## config.mk

```make
export PLATFORM = sky130hd
export DESIGN_NAME = qte_isqrt
export DESIGN_NICKNAME = d
export VERILOG_FILES = /design/src/hdl/qte_pkg.sv /design/src/hdl/qte_isqrt.sv
export SDC_FILE = /design/constraint.sdc
export NUM_CORES = 2
export LEC_CHECK = 0
export BUFFER_PORTS_ARGS = -buffer_cell sky130_fd_sc_hd__buf_2
export CORE_UTILIZATION = 60
export CTS_BUF_LIST = sky130_fd_sc_hd__clkbuf_8
export DETAILED_ROUTE_END_ITERATION = 10
export HOLD_SLACK_MARGIN = 0.06
export PLACE_DENSITY = 0.8
export SLEW_MARGIN = 40
export SYNTH_ARGS = -nofsm -noshare
export SYNTH_HDL_FRONTEND = slang
export SYNTH_MEMORY_MAX_BITS = 65536
export SYNTH_SLANG_ARGS = --single-unit
export TNS_END_PERCENT = 30
```

## constraint.sdc

```tcl
create_clock -name clk -period 9.5 [get_ports clk]
set_clock_uncertainty 0.2 [all_clocks]
set_input_delay 1.425 -clock clk [delete_from_list [all_inputs] [get_ports clk]]
set_output_delay 1.425 -clock clk [all_outputs]
set_load 0.005 [all_outputs]
```

## src/hdl/qte_pkg.sv

```systemverilog
package qte_pkg;

  localparam int CORDIC_STEPS_DEF = 16;
  localparam int ANGLE_FRAC_DEF   = 16;
  localparam int TABLE_LEN        = 24;
  localparam int ZFRAC            = 30;
  localparam int DEG_K_FRAC       = 24;
  localparam int QW               = 16;
  localparam int XW               = 36;
  localparam int ZW               = 34;
  localparam int OUT_W            = 26;
  localparam int ISQ_STAGES       = 32;
  localparam int LH_W             = 33;
  localparam int SQ_IN_W          = 2 * ISQ_STAGES;
  localparam int SPLIT            = 17;
  localparam int FULL_W           = 66;

  localparam logic signed [ZW-1:0] HALF_PI_Z = 34'sd1686629713;
  localparam logic signed [ZW-1:0] PI_Z      = 34'sd3373259426;
  localparam logic signed [30:0]   DEG_K     = 31'sd961263669;

  localparam logic signed [ZW-1:0] ATAN_TAB [TABLE_LEN] = '{
    34'sd843314857, 34'sd497837829, 34'sd263043837, 34'sd133525159,
    34'sd67021687,  34'sd33543516,  34'sd16775851,  34'sd8388437,
    34'sd4194283,   34'sd2097149,   34'sd1048576,   34'sd524288,
    34'sd262144,    34'sd131072,    34'sd65536,     34'sd32768,
    34'sd16384,     34'sd8192,      34'sd4096,      34'sd2048,
    34'sd1024,      34'sd512,       34'sd256,       34'sd128
  };

  typedef struct packed {
    logic signed [XW-1:0] yx;
    logic signed [XW-1:0] yy;
    logic signed [XW-1:0] rx;
    logic signed [XW-1:0] ry;
    logic signed [XW-1:0] ph;
    logic                 zero;
    logic                 sat;
  } carry_t;

  typedef struct packed {
    logic zero;
    logic sat;
    logic pneg;
  } flags_t;

endpackage

```

## src/hdl/qte_isqrt.sv

```systemverilog
module qte_isqrt (
  input  logic                           clk,
  input  logic                           en,
  input  logic [qte_pkg::SQ_IN_W-1:0]    v_in,
  output logic [qte_pkg::ISQ_STAGES-1:0] root
);
  import qte_pkg::*;

  localparam int RW = ISQ_STAGES + 2;

  logic [RW-1:0]         r_q   [ISQ_STAGES];
  logic [ISQ_STAGES-1:0] q_q   [ISQ_STAGES];
  logic [SQ_IN_W-1:0]    v_q   [ISQ_STAGES];
  logic [RW-1:0]         r_prv [ISQ_STAGES];
  logic [ISQ_STAGES-1:0] q_prv [ISQ_STAGES];
  logic [SQ_IN_W-1:0]    v_prv [ISQ_STAGES];

  for (genvar b = 0; b < ISQ_STAGES; b++) begin : g_stage
    logic [RW+1:0] rs;
    logic [RW+1:0] t;
    if (b == 0) begin : g_first
      assign r_prv[b] = '0;
      assign q_prv[b] = '0;
      assign v_prv[b] = v_in;
    end else begin : g_next
      assign r_prv[b] = r_q[b-1];
      assign q_prv[b] = q_q[b-1];
      assign v_prv[b] = v_q[b-1];
    end
    assign rs = {r_prv[b], v_prv[b][SQ_IN_W-1 -: 2]};
    assign t  = {2'b00, q_prv[b], 2'b01};
    always_ff @(posedge clk) begin
      if (en) begin
        v_q[b] <= {v_prv[b][SQ_IN_W-3:0], 2'b00};
        if (rs >= t) begin
          r_q[b] <= RW'(rs - t);
          q_q[b] <= {q_prv[b][ISQ_STAGES-2:0], 1'b1};
        end else begin
          r_q[b] <= RW'(rs);
          q_q[b] <= {q_prv[b][ISQ_STAGES-2:0], 1'b0};
        end
      end
    end
  end

  assign root = q_q[ISQ_STAGES-1];
endmodule

```

==> impl_metrics.tcl <==
set metrics [dict create \
    status "completed" \
    layout.cell_area.non_filler_sq_um 130000 \
    grt_use_total 0.243 \
    final_core_util 0.663 \
    worst_r2r_path_cells 10 \
    final-instance-count-excl-fill 12500 \
    vdd.ir_drop.worst_mv 0.156 \
    routed_via_count 73200 \
    post_cts_resize_count 0 \
    drc 0 \
    rsz0062_at_grt "no" \
    ctsLongestPathBuffers 4 \
    globalRouteOverflowTotal 0 \
    die_width_microns 446 \
    post_route_cells_drive_above_1_share 0.0858 \
    filler_cell_count 14200 \
    max_freq_mhz 206 \
    dp.cells 11800 \
    cts.htree.levels 5 \
    fin_nets 10200 \
    grt_first_pass_wirelength_microns 383000 \
    cap_viol_max_count 0 \
    synthCells 9256 \
    period_needed_ns 4.84 \
    ys_async_sr_fraction 0 \
    syn-num-nets 9885 \
    pwr_density_cell_nw_per_um2 235 \
    timing_worst_slew_pin_value_ns 0.866 \
    flop_and_latch_count_out_of_synthesis 2523 \
    core_sq_um 196000 \
    cp.required_ns 10.14 \
    final.period_utilization 0.510 \
    cts_inserted_buffers 411 \
    finalHoldViolCount 0 \
    yosys_most_used_dff "sky130_fd_sc_hd__edfxtp_1" \
    layout_commonest_cell "sky130_fd_sc_hd__edfxtp_1" \
    grt_antenna_before_repair 2 \
    hpwl_microns 173000 \
    drtIter0Drc 6186 \
    numPortBuffers 97 \
    gp_routability_congestion 0.922 \
    grt_max_degree 181 \
    tritoncts "built" \
    synthesis.area_per_instance_sq_um 12.8 \
    min_delay_worst_endpoint "v_q[1][295]" \
    post_cts_repair_timing_setup_buffer_count 0 \
    drt-total-wl_microns 244000 \
    synth.yosys.warnings 0 \
    placed_cell_area_sq_um 122000 \
    worstHoldPathType "flop to flop" \
    post_synth_num_cell_types 100 \
    cts_root_buf "sky130_fd_sc_hd__clkbuf_8" \
    layout.cells.most_common_list "sky130_fd_sc_hd__edfxtp_1 (2522), sky130_fd_sc_hd__inv_1 (823), sky130_fd_sc_hd__nand2_1 (642)" \
    worst_reg2reg_path_endpoint "r_q[1][471]" \
    timing_worst_setup_path_type "flop to flop" \
    cp_data_arrival_time_ns 5.48 \
    crit_path_start_kind "flop" \
    finalSetupTns_ns 0 \
    die_y_microns 446 \
    dr.pass1.iters 8 \
    cell_rows 162 \
    final_setup_violating_endpoints 0 \
    ctsHoldBuffers 0 \
    rr_startpoint "r_q[1][408]" \
    cts.sinks 2523 \
    wire_per_inst_microns 19.5 \
    die_area_sq_um 199000 \
    synthToLayoutAreaGrowth_pct 9.51 \
    holdCritStartpoint "v_q[1][231]" \
    initial_standard_cell_utilization_of_the_core 0.606 \
    setup.worst_path.end_class "flop" \
    holdPathStages 0 \
    vias_in_the_first_global_route 72000 \
    boundaryPins 98 \
    post_drt_via_cell_ratio 5.84 \
    worst_case_register_to_register_setup_slack_ns 4.66 \
    timing.final.max_slew_violations 0 \
    synth_enable_flop_cells 2522 \
    worst_skew_pair.late_latency_ns 1.10 \
    detail-route-antenna-nets 0 \
    maxSlewHeadroom 0.415 \
    synth.cell_area_sq_um 118000 \
    worstPathMaxFanout 31 \
    power_leakage_nw 49.9 \
    path_clk_slew_ns 0.06 \
    portion_of_the_post_synthesis_area_used_by_sequential_elements 0.639 \
]
## worst max-delay path: stages (launching register included)
cell and delay, ns:
sky130_fd_sc_hd__edfxtp_1 0.45, sky130_fd_sc_hd__ha_1 0.39, sky130_fd_sc_hd__nor2b_1 0.18, sky130_fd_sc_hd__o21a_1 0.14
sky130_fd_sc_hd__o21ai_0 0.17, sky130_fd_sc_hd__a211oi_1 0.57, sky130_fd_sc_hd__o21ai_0 0.23, sky130_fd_sc_hd__a21oi_1 0.30
sky130_fd_sc_hd__o41a_1 0.73, sky130_fd_sc_hd__or2_2 0.78, sky130_fd_sc_hd__mux2_2 0.41
## power by group
| part | leakage [nW] | switching (W) | internal, W | total [W] |
|---|---|---|---|---|
| sequential | 24.3 | 0.00101 | 0.0141 | 0.0151 |
| combinational | 21.4 | 0.00386 | 0.00274 | 0.00660 |
| clock | 4.20 | 0.00420 | 0.00454 | 0.00874 |
## cell families after synthesis
kind of cell | count (synthesis) | synth area share
flops | 2523 | 0.639
simple gates | 2495 | 0.106
compound gates | 1842 | 0.0971
buf+inv | 936 | 0.0299
xor+xnor | 816 | 0.0603
fa+ha+maj | 563 | 0.0595
mux | 81 | 0.00756
## final cells by class
| type | count | area, sq um | share of cell area |
|---|---|---|---|
| sequential | 2523 | 75800 | 0.584 |
| multi-input combinational | 5797 | 39300 | 0.303 |
| clock buffer | 413 | 5680 | 0.0438 |
| tap | 2624 | 3280 | 0.0253 |
| inverter | 726 | 2730 | 0.0210 |
| clock inverter | 301 | 1780 | 0.0138 |
| timing repair buffer | 151 | 1170 | 0.00900 |
| antenna | 2 | 5.00 | 0.0000386 |
## synth_stat cells, drive strengths merged, types with 191 or more instances
| master | number | area, sq um |
|---|---|---|
| a21o | 243 | 1820 |
| nor2 | 522 | 1970 |
| nor3 | 254 | 1270 |
| xnor2 | 428 | 3750 |
| inv | 725 | 2720 |
| ha | 563 | 7040 |
| nand2 | 642 | 2410 |
| o21ai | 506 | 2530 |
| a21oi | 517 | 2590 |
| edfxtp | 2522 | 75700 |
| xor2 | 388 | 3400 |
| nand3 | 191 | 956 |
## sequential cells by signal, summed over array words and instances (netlist names)
signal / count
q_q: 528
r_q: 1003
v_q: 992
## worst max path at each step
| stage | from | to |
|---|---|---|
| 6_report | r_q[1][408] | r_q[1][471] |
| 2_1_floorplan | en | q_q[1][448] |
| 3_5_place_dp | en | r_q[0][312] |
| 3_3_place_gp | en | r_q[0][243] |
| 5_1_grt | r_q[1][408] | r_q[1][468] |
| 4_1_cts | r_q[1][408] | r_q[1][461] |
## metal layers
metal  vias up  global-route usage  wire length [microns]
met5         -                   0                      0
met4         0              0.0977                   8920
met3       562              0.0402                  12500
met2      2226               0.415                 121000
met1     35300               0.309                 102000
li1      35100                   -                      -
## metrics by stage
step | setup WS, ns | total power (W) | hold slack [ns]
6_report | 4.66 | 0.0305 | 0.179
5_1_grt | 4.47 | 0.0320 | 0.182
4_1_cts | 4.77 | 0.0307 | 0.151
3_5_place_dp | 3.96 | 0.0218 | 0.205
3_3_place_gp | 4.09 | 0.0216 | 0.200
2_1_floorplan | 5.09 | 0.0198 | 0.200
(Power assumes the default switching activity.)
